$ cat src/hdl/lru_residency_size_budget_macros.svh
// assertion macros for the lru residency tracker
// included by the module that carries concurrent assertions; no other dependencies
`ifndef LRU_RESIDENCY_SIZE_BUDGET_MACROS_SVH
`define LRU_RESIDENCY_SIZE_BUDGET_MACROS_SVH

`ifndef SYNTH

// expression holds at every clock edge out of reset
`define LRB_ASSERT_ALWAYS(lbl, clk, rst_n, expr, msg) \
    lbl: assert property (@(posedge clk) disable iff (!rst_n) (expr)) else $error(msg);

// consequent holds in the same cycle as the antecedent
`define LRB_ASSERT_IMPLIES(lbl, clk, rst_n, ante, cons, msg) \
    lbl: assert property (@(posedge clk) disable iff (!rst_n) (ante) |-> (cons)) \
        else $error(msg);

// consequent holds in the cycle after the antecedent
`define LRB_ASSERT_NEXT(lbl, clk, rst_n, ante, cons, msg) \
    lbl: assert property (@(posedge clk) disable iff (!rst_n) (ante) |=> (cons)) \
        else $error(msg);

`else

`define LRB_ASSERT_ALWAYS(lbl, clk, rst_n, expr, msg)
`define LRB_ASSERT_IMPLIES(lbl, clk, rst_n, ante, cons, msg)
`define LRB_ASSERT_NEXT(lbl, clk, rst_n, ante, cons, msg)

`endif

`endif

$ cat src/hdl/lrb_pkg.sv
// shared constants, types and helpers of the lru residency tracker
// no dependencies
package lrb_pkg;

    localparam int NUM_ENTRIES = 32;
    localparam int IDX_W       = $clog2(NUM_ENTRIES);
    localparam int CNT_W       = $clog2(NUM_ENTRIES + 1);
    localparam int IN_IDX_W    = 5;
    localparam int SIZE_W      = 16;
    localparam int USED_W      = 21;
    localparam int RED_STEPS   = ((1 << IN_IDX_W) - 1) / NUM_ENTRIES;

    localparam logic [USED_W-1:0] USED_MAX     = {USED_W{1'b1}};
    localparam logic [USED_W-1:0] BUDGET_RESET = {USED_W{1'b1}};

    typedef logic [IDX_W-1:0] t_idx;

    typedef enum logic [1:0] {
        EV_HIT   = 2'd0,
        EV_MISS  = 2'd1,
        EV_EVICT = 2'd2,
        EV_FLUSH = 2'd3
    } t_event;

    typedef struct packed {
        t_event              event_res;
        logic [IN_IDX_W-1:0] result_index;
        logic [USED_W-1:0]   used_total;
        logic                last;
    } t_out_item;

    // write command into the list store: prev field and the next/size word
    typedef struct packed {
        logic              prev_we;
        t_idx              prev_addr;
        t_idx              prev_data;
        logic              next_we;
        logic              size_we;
        t_idx              link_addr;
        t_idx              next_data;
        logic [SIZE_W-1:0] size_data;
    } t_wr_cmd;

    typedef struct packed {
        t_idx              prev;
        t_idx              next;
        logic [SIZE_W-1:0] size;
    } t_rd_data;

    // entry number mod NUM_ENTRIES: RED_STEPS subtracts, then truncation
    function automatic t_idx reduce_index(logic [IN_IDX_W-1:0] v);
        logic [IN_IDX_W:0] t;
        t = {1'b0, v};
        for (int k = 0; k < RED_STEPS; k++) begin
            if (t >= (IN_IDX_W + 1)'(NUM_ENTRIES)) begin
                t = t - (IN_IDX_W + 1)'(NUM_ENTRIES);
            end
        end
        return IDX_W'(t);
    endfunction

endpackage

$ cat src/hdl/lrb_ifs.sv
// valid/ready channel interfaces for lookup requests and result items
// depends on lrb_pkg
interface lrb_in_if;
    logic                                valid;
    logic                                ready;
    logic                                mode;
    logic [lrb_pkg::IN_IDX_W-1:0]        entry_index;
    logic [lrb_pkg::SIZE_W-1:0]          entry_size;

    modport source (output valid, output mode, output entry_index, output entry_size,
                    input ready);
    modport sink   (input valid, input mode, input entry_index, input entry_size,
                    output ready);
endinterface

interface lrb_out_if;
    logic                                valid;
    logic                                ready;
    lrb_pkg::t_event                     event_res;
    logic [lrb_pkg::IN_IDX_W-1:0]        result_index;
    logic [lrb_pkg::USED_W-1:0]          used_total;
    logic                                last;

    modport source (output valid, output event_res, output result_index, output used_total,
                    output last, input ready);
    modport sink   (input valid, input event_res, input result_index, input used_total,
                    input last, output ready);
endinterface

$ cat src/hdl/lrb_list_store.sv
// linked-list store: prev link memory and next link / size memory, one read port
// depends on lrb_pkg
module lrb_list_store (
    input  logic              i_clk,
    input  logic              i_rd_en,
    input  lrb_pkg::t_idx     i_rd_addr,
    input  lrb_pkg::t_wr_cmd  i_wr,
    output lrb_pkg::t_rd_data o_rd
);

    lrb_pkg::t_idx               r_prev_mem [lrb_pkg::NUM_ENTRIES];
    lrb_pkg::t_idx               r_next_mem [lrb_pkg::NUM_ENTRIES];
    logic [lrb_pkg::SIZE_W-1:0]  r_size_mem [lrb_pkg::NUM_ENTRIES];
    lrb_pkg::t_rd_data           r_rd;

    always_ff @(posedge i_clk) begin
        if (i_wr.prev_we) begin
            r_prev_mem[i_wr.prev_addr] <= i_wr.prev_data;
        end
        // next and size share one word, written under field enables
        if (i_wr.next_we) begin
            r_next_mem[i_wr.link_addr] <= i_wr.next_data;
        end
        if (i_wr.size_we) begin
            r_size_mem[i_wr.link_addr] <= i_wr.size_data;
        end
    end

    // registered read, held while no read is issued
    always_ff @(posedge i_clk) begin
        if (i_rd_en) begin
            r_rd.prev <= r_prev_mem[i_rd_addr];
            r_rd.next <= r_next_mem[i_rd_addr];
            r_rd.size <= r_size_mem[i_rd_addr];
        end
    end

    assign o_rd = r_rd;

endmodule

$ cat src/hdl/lru_residency_size_budget.sv
// Residency tracker that keeps up to NUM_ENTRIES numbered entries in least-recently-used
// order under a budget of chunks. The order is a doubly linked list (head = most recent,
// tail = least recent) in a store with a registered read; resident bits, count, used total,
// head and tail are flip-flops. A hit on the front entry leaves the order unchanged, any
// other hit moves the entry to the head, a miss first evicts from the tail while the total
// is over budget and then loads the entry at the head, and a flush evicts every resident
// entry in ascending index order. Each eviction reads the entry's link and size from the
// list store, then emits its result and updates the state. Results sit in an output register,
// so the block runs on while a result waits to be taken, up to its next result. The budget
// register is written with i_cfg_we and is meant to change only while the block is idle.
// depends on lrb_pkg, lrb_ifs, lrb_list_store and the assertion macro header
`include "lru_residency_size_budget_macros.svh"

module lru_residency_size_budget (
    input  logic                         i_clk,
    input  logic                         i_rst_n,
    input  logic                         i_cfg_we,
    input  logic [lrb_pkg::USED_W-1:0]   i_cfg_wdata,
    lrb_in_if.sink                       i_in,
    lrb_out_if.source                    o_out
);

    // one-hot sequencer states
    typedef enum logic [8:0] {
        S_IDLE       = 9'b000000001,
        S_DISPATCH   = 9'b000000010,
        S_HIT_UNLINK = 9'b000000100,
        S_HIT_LINK   = 9'b000001000,
        S_MISS_CHK   = 9'b000010000,
        S_EVICT      = 9'b000100000,
        S_MISS_LOAD  = 9'b001000000,
        S_FL_RD      = 9'b010000000,
        S_FL_EV      = 9'b100000000
    } t_state;

    t_state                              r_state, n_state;
    logic                                r_mode;
    lrb_pkg::t_idx                       r_idx;
    logic [lrb_pkg::SIZE_W-1:0]          r_size;
    logic [lrb_pkg::USED_W-1:0]          r_budget;
    logic [lrb_pkg::NUM_ENTRIES-1:0]     r_flags, n_flags;
    logic [lrb_pkg::CNT_W-1:0]           r_count, n_count;
    logic [lrb_pkg::USED_W-1:0]          r_used, n_used;
    lrb_pkg::t_idx                       r_head, n_head;
    lrb_pkg::t_idx                       r_tail, n_tail;
    logic                                r_ov;
    lrb_pkg::t_out_item                  r_out;

    logic                                in_xfer;
    lrb_pkg::t_idx                       in_idx;
    logic                                rd_en;
    lrb_pkg::t_idx                       rd_addr;
    lrb_pkg::t_wr_cmd                    wr;
    lrb_pkg::t_rd_data                   rd;
    logic                                emit;
    logic                                out_load;
    lrb_pkg::t_out_item                  emit_item;
    lrb_pkg::t_idx                       first_set;
    lrb_pkg::t_idx                       evict_addr;
    logic [lrb_pkg::CNT_W-1:0]           cnt_dec;
    logic [lrb_pkg::USED_W-1:0]          used_dec;
    logic [lrb_pkg::USED_W:0]            used_sum_wide;
    logic [lrb_pkg::USED_W-1:0]          used_add;
    logic                                flushing;

    // ------------------------------------------------------------------
    // channel glue
    // ------------------------------------------------------------------
    assign i_in.ready = (r_state == S_IDLE);
    assign in_xfer    = i_in.valid & i_in.ready;
    assign in_idx     = lrb_pkg::reduce_index(i_in.entry_index);

    // output register loads when empty or when its item transfers this cycle
    assign out_load = emit & (~r_ov | o_out.ready);

    assign o_out.valid        = r_ov;
    assign o_out.event_res    = r_out.event_res;
    assign o_out.result_index = r_out.result_index;
    assign o_out.used_total   = r_out.used_total;
    assign o_out.last         = r_out.last;

    // ------------------------------------------------------------------
    // list store
    // ------------------------------------------------------------------
    lrb_list_store u_store (
        .i_clk     (i_clk),
        .i_rd_en   (rd_en),
        .i_rd_addr (rd_addr),
        .i_wr      (wr),
        .o_rd      (rd)
    );

    // lowest resident entry, for the ascending flush order
    always_comb begin
        first_set = '0;
        for (int k = lrb_pkg::NUM_ENTRIES - 1; k >= 0; k--) begin
            if (r_flags[k]) begin
                first_set = lrb_pkg::IDX_W'(k);
            end
        end
    end

    // shared eviction arithmetic: tail on a miss, lowest resident entry on a flush
    assign flushing   = (r_state == S_FL_RD) || (r_state == S_FL_EV);
    assign evict_addr = (r_state == S_FL_EV) ? first_set : r_tail;
    assign cnt_dec    = r_count - lrb_pkg::CNT_W'(1);

    always_comb begin
        // subtract stops at zero, and an empty set always holds zero
        if (r_used >= lrb_pkg::USED_W'(rd.size)) begin
            used_dec = r_used - lrb_pkg::USED_W'(rd.size);
        end else begin
            used_dec = '0;
        end
        if (cnt_dec == '0) begin
            used_dec = '0;
        end
    end

    // load adds the new size, saturating at the top of the range
    assign used_sum_wide = {1'b0, r_used} + (lrb_pkg::USED_W + 1)'(r_size);
    assign used_add      = used_sum_wide[lrb_pkg::USED_W] ? lrb_pkg::USED_MAX
                                                          : used_sum_wide[lrb_pkg::USED_W-1:0];

    // ------------------------------------------------------------------
    // sequencer
    // ------------------------------------------------------------------
    always_comb begin
        n_state   = r_state;
        n_flags   = r_flags;
        n_count   = r_count;
        n_used    = r_used;
        n_head    = r_head;
        n_tail    = r_tail;
        rd_en     = 1'b0;
        rd_addr   = r_idx;
        wr        = '0;
        emit      = 1'b0;
        emit_item = '0;

        unique case (r_state)
            S_IDLE: begin
                // read the requested entry's links right away
                if (in_xfer) begin
                    rd_en   = 1'b1;
                    rd_addr = in_idx;
                    n_state = S_DISPATCH;
                end
            end

            S_DISPATCH: begin
                if (r_mode) begin
                    n_state = S_FL_RD;
                end else if (r_flags[r_idx]) begin
                    if (r_idx == r_head) begin
                        // already most recent, order unchanged
                        emit      = 1'b1;
                        emit_item = '{lrb_pkg::EV_HIT, lrb_pkg::IN_IDX_W'(r_idx), r_used, 1'b1};
                        if (out_load) begin
                            n_state = S_IDLE;
                        end
                    end else begin
                        n_state = S_HIT_UNLINK;
                    end
                end else begin
                    n_state = S_MISS_CHK;
                end
            end

            S_HIT_UNLINK: begin
                // take the entry out: next of its prev, prev of its next or the tail
                wr.next_we   = 1'b1;
                wr.link_addr = rd.prev;
                wr.next_data = rd.next;
                if (r_idx == r_tail) begin
                    n_tail = rd.prev;
                end else begin
                    wr.prev_we   = 1'b1;
                    wr.prev_addr = rd.next;
                    wr.prev_data = rd.prev;
                end
                n_state = S_HIT_LINK;
            end

            S_HIT_LINK: begin
                // put it in front of the old head
                emit      = 1'b1;
                emit_item = '{lrb_pkg::EV_HIT, lrb_pkg::IN_IDX_W'(r_idx), r_used, 1'b1};
                if (out_load) begin
                    wr.next_we   = 1'b1;
                    wr.link_addr = r_idx;
                    wr.next_data = r_head;
                    wr.prev_we   = 1'b1;
                    wr.prev_addr = r_head;
                    wr.prev_data = r_idx;
                    n_head       = r_idx;
                    n_state      = S_IDLE;
                end
            end

            S_MISS_CHK: begin
                // budget check uses the total before the new size
                if ((r_used > r_budget) && (r_count != '0)) begin
                    rd_en   = 1'b1;
                    rd_addr = r_tail;
                    n_state = S_EVICT;
                end else begin
                    n_state = S_MISS_LOAD;
                end
            end

            S_EVICT: begin
                emit      = 1'b1;
                emit_item = '{lrb_pkg::EV_EVICT, lrb_pkg::IN_IDX_W'(evict_addr), used_dec, 1'b0};
                if (out_load) begin
                    n_flags[evict_addr] = 1'b0;
                    n_count             = cnt_dec;
                    n_used              = used_dec;
                    n_tail              = rd.prev;
                    n_state             = S_MISS_CHK;
                end
            end

            S_MISS_LOAD: begin
                emit      = 1'b1;
                emit_item = '{lrb_pkg::EV_MISS, lrb_pkg::IN_IDX_W'(r_idx), used_add, 1'b1};
                if (out_load) begin
                    wr.next_we   = 1'b1;
                    wr.size_we   = 1'b1;
                    wr.link_addr = r_idx;
                    wr.next_data = r_head;
                    wr.size_data = r_size;
                    if (r_count != '0) begin
                        wr.prev_we   = 1'b1;
                        wr.prev_addr = r_head;
                        wr.prev_data = r_idx;
                    end else begin
                        // empty list: the new entry is also the back
                        n_tail = r_idx;
                    end
                    n_head           = r_idx;
                    n_flags[r_idx]   = 1'b1;
                    n_count          = r_count + lrb_pkg::CNT_W'(1);
                    n_used           = used_add;
                    n_state          = S_IDLE;
                end
            end

            S_FL_RD: begin
                if (|r_flags) begin
                    rd_en   = 1'b1;
                    rd_addr = first_set;
                    n_state = S_FL_EV;
                end else begin
                    emit      = 1'b1;
                    emit_item = '{lrb_pkg::EV_FLUSH, '0, '0, 1'b1};
                    if (out_load) begin
                        n_count = '0;
                        n_used  = '0;
                        n_state = S_IDLE;
                    end
                end
            end

            S_FL_EV: begin
                emit      = 1'b1;
                emit_item = '{lrb_pkg::EV_EVICT, lrb_pkg::IN_IDX_W'(evict_addr), used_dec, 1'b0};
                if (out_load) begin
                    n_flags[evict_addr] = 1'b0;
                    n_count             = cnt_dec;
                    n_used              = used_dec;
                    n_state             = S_FL_RD;
                end
            end

            default: begin
                n_state = S_IDLE;
            end
        endcase
    end

    // ------------------------------------------------------------------
    // registers
    // ------------------------------------------------------------------
    always_ff @(posedge i_clk) begin
        if (!i_rst_n) begin
            r_state  <= S_IDLE;
            r_flags  <= '0;
            r_count  <= '0;
            r_used   <= '0;
            r_head   <= '0;
            r_tail   <= '0;
            r_budget <= lrb_pkg::BUDGET_RESET;
            r_ov     <= 1'b0;
        end else begin
            r_state <= n_state;
            r_flags <= n_flags;
            r_count <= n_count;
            r_used  <= n_used;
            r_head  <= n_head;
            r_tail  <= n_tail;
            if (i_cfg_we) begin
                r_budget <= i_cfg_wdata;
            end
            if (out_load) begin
                r_ov <= 1'b1;
            end else if (o_out.ready) begin
                r_ov <= 1'b0;
            end
        end
    end

    // request and result payload
    always_ff @(posedge i_clk) begin
        if (in_xfer) begin
            r_mode <= i_in.mode;
            r_idx  <= in_idx;
            r_size <= i_in.entry_size;
        end
        if (out_load) begin
            r_out <= emit_item;
        end
    end

    // ------------------------------------------------------------------
    // assertions
    // ------------------------------------------------------------------
    `LRB_ASSERT_ALWAYS(a_flag_count, i_clk, i_rst_n, $countones(r_flags) == r_count, "resident bits disagree with count")
    `LRB_ASSERT_ALWAYS(a_count_bound, i_clk, i_rst_n, r_count <= lrb_pkg::CNT_W'(lrb_pkg::NUM_ENTRIES), "resident count out of range")
    `LRB_ASSERT_IMPLIES(a_empty_used, i_clk, i_rst_n, r_count == '0, r_used == '0, "used total nonzero with nothing resident")
    `LRB_ASSERT_IMPLIES(a_ends_resident, i_clk, i_rst_n, (r_count != '0) && !flushing, r_flags[r_head] && r_flags[r_tail], "list head or tail not resident")
    `LRB_ASSERT_IMPLIES(a_evict_resident, i_clk, i_rst_n, out_load && (emit_item.event_res == lrb_pkg::EV_EVICT), r_flags[evict_addr], "evicting an entry that is not resident")

endmodule

$ cat src/flat_wrapper.sv
// flat-port wrapper written by rule: the top's interface ports become plain ports
module lru_residency_size_budget_flat 
  (i_clk, i_rst_n, i_cfg_we, i_cfg_wdata, i_in_valid, i_in_mode, i_in_entry_index, i_in_entry_size, i_in_ready, o_out_valid, o_out_event_res, o_out_result_index, o_out_used_total, o_out_last, o_out_ready);
  lrb_in_if i_in_i ();
  lrb_out_if o_out_i ();
  input  logic i_clk;
  input  logic i_rst_n;
  input  logic i_cfg_we;
  input  logic [lrb_pkg::USED_W-1:0] i_cfg_wdata;
  input wire logic [$bits(i_in_i.valid)-1:0] i_in_valid;
  input wire logic [$bits(i_in_i.mode)-1:0] i_in_mode;
  input wire logic [$bits(i_in_i.entry_index)-1:0] i_in_entry_index;
  input wire logic [$bits(i_in_i.entry_size)-1:0] i_in_entry_size;
  output wire logic [$bits(i_in_i.ready)-1:0] i_in_ready;
  output wire logic [$bits(o_out_i.valid)-1:0] o_out_valid;
  output wire logic [$bits(o_out_i.event_res)-1:0] o_out_event_res;
  output wire logic [$bits(o_out_i.result_index)-1:0] o_out_result_index;
  output wire logic [$bits(o_out_i.used_total)-1:0] o_out_used_total;
  output wire logic [$bits(o_out_i.last)-1:0] o_out_last;
  input wire logic [$bits(o_out_i.ready)-1:0] o_out_ready;
  assign i_in_i.valid = i_in_valid;
  assign i_in_i.mode = i_in_mode;
  assign i_in_i.entry_index = i_in_entry_index;
  assign i_in_i.entry_size = i_in_entry_size;
  assign i_in_ready = i_in_i.ready;
  assign o_out_valid = o_out_i.valid;
  assign o_out_event_res = o_out_i.event_res;
  assign o_out_result_index = o_out_i.result_index;
  assign o_out_used_total = o_out_i.used_total;
  assign o_out_last = o_out_i.last;
  assign o_out_i.ready = o_out_ready;
  lru_residency_size_budget u_core (.i_clk(i_clk), .i_rst_n(i_rst_n), .i_cfg_we(i_cfg_we), .i_cfg_wdata(i_cfg_wdata), .i_in(i_in_i), .o_out(o_out_i));
endmodule
$ cat config.mk
export PLATFORM = sky130hd
export DESIGN_NAME = lru_residency_size_budget_flat
export DESIGN_NICKNAME = d
export VERILOG_FILES = /design/src/hdl/lrb_pkg.sv /design/src/hdl/lrb_ifs.sv /design/src/hdl/lrb_list_store.sv /design/src/hdl/lru_residency_size_budget.sv /design/src/flat_wrapper.sv
export VERILOG_INCLUDE_DIRS = /design/src /design/src/hdl
export SDC_FILE = /design/constraint.sdc
export NUM_CORES = 2
export LEC_CHECK = 0
export BUFFER_PORTS_ARGS = -buffer_cell sky130_fd_sc_hd__buf_2
export CAP_MARGIN = 20
export CORE_UTILIZATION = 50
export CTS_CLUSTER_DIAMETER = 50
export DETAILED_ROUTE_END_ITERATION = 16
export MAX_ROUTING_LAYER = met4
export PLACE_DENSITY_LB_ADDON = 0.05
export SLEW_MARGIN = 10
export SYNTH_ARGS = -nofsm -noshare
export SYNTH_HDL_FRONTEND = slang
export SYNTH_SLANG_ARGS = --single-unit
export TNS_END_PERCENT = 10
$ cat constraint.sdc
create_clock -name i_clk -period 8.4 [get_ports i_clk]
set_clock_uncertainty 0.05 [all_clocks]
set_input_delay 0 -clock i_clk [delete_from_list [all_inputs] [get_ports i_clk]]
set_output_delay 0 -clock i_clk [all_outputs]
set_load 0.03 [all_outputs]
==> reports/results.ini <==
[outcome]
status=complete, no violations

[timing]
post-route-period-util_pct=65.0
relSlewSlack_pct=24.6
fin_crit_ps=5460
max_freq_mhz=183
finalHoldViolations=0
rsz0062_at_grt=no
setup_viol=0
drv_slew=0
setup_tns_ps=0
worst_slew_pin_slew_ps=1130

[detailed_routing]
drt_iter0_drc=3171
vias=29000
routed_wl_mm=127
drc=0
detail_route.vias_per_cell=6.21
drtAntennaViolNets=0
firstDrtPassIters=7
wl_per_cell_um=27.2

[synth]
synth_xor_area_share_pct=0.767
synth.avg_cell_area_um2=13.9
yosysTopAreaCell=edfxtp_1
syn-cell-area_mm2=0.0445
mappedNetlistNets=3302
synth_async_sr_flop_share_pct=0
synth_edf_count=904
synth.most_common_cell=edfxtp_1
synthMuxAreaShare_pct=9.19
synth_flop_cell=edfxtp_1
synth_top_area_share_pct=61.0
synth_cell_types=82
synth-simple-area-share_pct=8.35
synth_top_family_by_area=compound AO/OA/AOI/OAI gates
synth_common_cells=edfxtp_1 (904), nand2_1 (300), mux2i_1 (268)
synth_compound_area_share_pct=11.4
synth_fa_ha_area_share_pct=1.66
ys_seq_area_share_pct=65.7
ys_ff_latch=1009
ys_top_cells_by_area=edfxtp_1 (61%), mux2i_1 (6.0%), dfxtp_1 (4.7%), mux4_2 (3.0%), nand2_1 (2.5%)
yosysWarningCount=0
syn_inst=3196

[clock_tree]
root_buffer=clkbuf_16
cts_sinks=1009
clockBufferDepth=3
path_clk_slew_ps=60
cts_setup_buffers=0
cts_htree_levels=3
numCtsBuffers=115
cts_tree=done
clk_latency_ps=710

[die]
start_util_pct=50.4
pin_count=79
core-area_mm2=0.0882
die_w_um=300
die_h_um=300
die_area_mm2=0.0902
rows=109

[layout]
area_growth_pct=15.3
fin_nets=3510
stdcell_count=4666
antennaDiodeCount=0
fin_area_mm2=0.0513
fillers=6841
drive_gt1_share_pct=15.2

[power]
power.density_mw_per_mm2=247
ir_drop_mv=0.202
p_leak_nw=18.3

[min_path]
min_path_cells=2
hold_path_class=input port to flip-flop

[critical_path]
startpoint=u_core.r_used[16]
setup.worst_path.end=u_core.u_store.o_rd[22]
endpoint_kind=flip-flop
cp.required_ps=8870
r2r-end=u_core.u_store.o_rd[22]
critPathMaxFanout=28
r2r_slack_ps=2940
critPathKind=flip-flop to flip-flop
cp-start-kind=flip-flop
reg2regPathDepth=12
arrival_ps=5940
r2r_start=u_core.r_used[16]

[global_route]
grt_overflow=0
grt_antenna_before_repair=0
grt_max_degree=124
first_global_vias=28200
grt_usage_pct=28.9
grt_pass1_wl_mm=187

[placed_design]
dp.cells=4331
detailed_place_hpwl_mm=78.9
io_buffer_count=78
gp_congestion=0.926
dpl_cell_area_mm2=0.0463

[job]
drv_cap=0

## logic make-up (layout without fill, tap and decap cells)
group / after synthesis / count (layout)
xor gates and xnor gates: 39 / 39
buffers and inverters: 270 / 575
adders and majority gates: 58 / 58
DFF: 1009 / 1009
muxes: 333 / 333
AOI/OAI and AO/OA: 704 / 704
and+or+nand+nor: 783 / 783
## area by class of cell
cell class	count	area, µm²	share of cell area, %
repair buffers	295	2370	4.61
clock inverters	65	626	1.22
inverters	66	248	0.483
well taps	1165	1460	2.84
multi-input cells	1917	14200	27.7
flip-flops and latches	1009	29200	57.0
clock buffers	149	3180	6.19
## sequential cells by signal, indices dropped and copies added, names as in the netlist, 6 cells and up
register                   cells
u_core.u_store.r_size_mem    512
u_core.u_store.r_next_mem    160
u_core.u_store.r_prev_mem    160
u_core.r_flags                32
u_core.u_store.o_rd           26
u_core.o_out.used_total       21
u_core.r_budget               21
u_core.r_used                 21
u_core.r_size                 16
u_core.r_state                 9
u_core.r_count                 6
## per-layer routing
metal | GRT usage [%] | part of all wire (%)
met1 | 40.9 | 44
met2 | 43.6 | 46
met3 | 4.52 | 7.7
met4 | 7.67 | 2.5
met5 | - | 0
## worst min path at each step
stage / slack [ps] / to / from
final: 50 / u_core.r_size[15] / i_in_entry_size[15]
after global routing: 30 / u_core.r_size[15] / i_in_entry_size[15]
after CTS: 4 / u_core.r_size[14] / i_in_entry_size[14]
after detailed placement: 130 / u_core.r_size[1] / i_in_entry_size[1]
after global placement: 130 / u_core.r_size[1] / i_in_entry_size[1]
after floorplan: 50 / u_core.r_mode / i_in_mode
## stage by stage
step                setup WS [ps]  hold WS (ps)  utilization (%)  total power, mW
floorplan                    4690          48.9                -             7.18
global placement             3070           128             52.4             7.73
detailed placement           2990           128             52.5             7.76
CTS                          3000          4.07             58.2             12.7
global route                 2580          26.0             58.2             13.1
finish                       2940          49.9             58.2             12.7
## power by group
part / switching, mW / internal [mW]
Sequential: 0.0988 / 5.48
Combinational: 1.31 / 0.824
Clock: 2.08 / 2.88
Total: 3.49 / 9.18
## critical path: stages (launching register included)
cell,delay [ps]
dfxtp_1,410
ha_1,370
nand4_1,150
or4_1,600
a211oi_2,260
o211a_2,500
nor2_1,180
a211oi_4,230
buf_4,550
nand2b_2,660
a311oi_1,830
o32ai_1,240
a211oi_1,280
## what timing repair did
item,CTS,global route
endpoints found under the hold margin,48,0
hold buffers,121,0
resized for setup,0,0
## placed cells by master, fill, tap and decap left out, types with 18 or more instances in the layout
master         Yosys  final
nand2_1          300    300
a311oi_1          53     53
mux2i_1          268    268
and3_1            74     73
nor2b_1           21     21
o221a_2           28     28
a21oi_1           83     82
buf_2             49     78
a211oi_1         111    109
nor2_2             2     31
xor2_1            18     18
nor3b_1           34     32
o31ai_1           31     31
xnor2_1           21     21
ha_1              56     56
a31oi_1           23     21
mux4_2            60     60
o32ai_1           26     26
buf_4             14     91
nor3_1            32     31
nand3_1           54     54
clkbuf_1         111     20
nor2_1           175    142
dlygate4sd3_1      0    121
clkbuf_16          0    119
o211ai_1          27     27
dfxtp_1          105    105
edfxtp_1         904    904
inv_1             66     66
o21a_1            88     88
o21ai_0           94     93
a21o_1            19     19
o22ai_1           33     33
No activity file was read; power rests on OpenSTA's default activity.
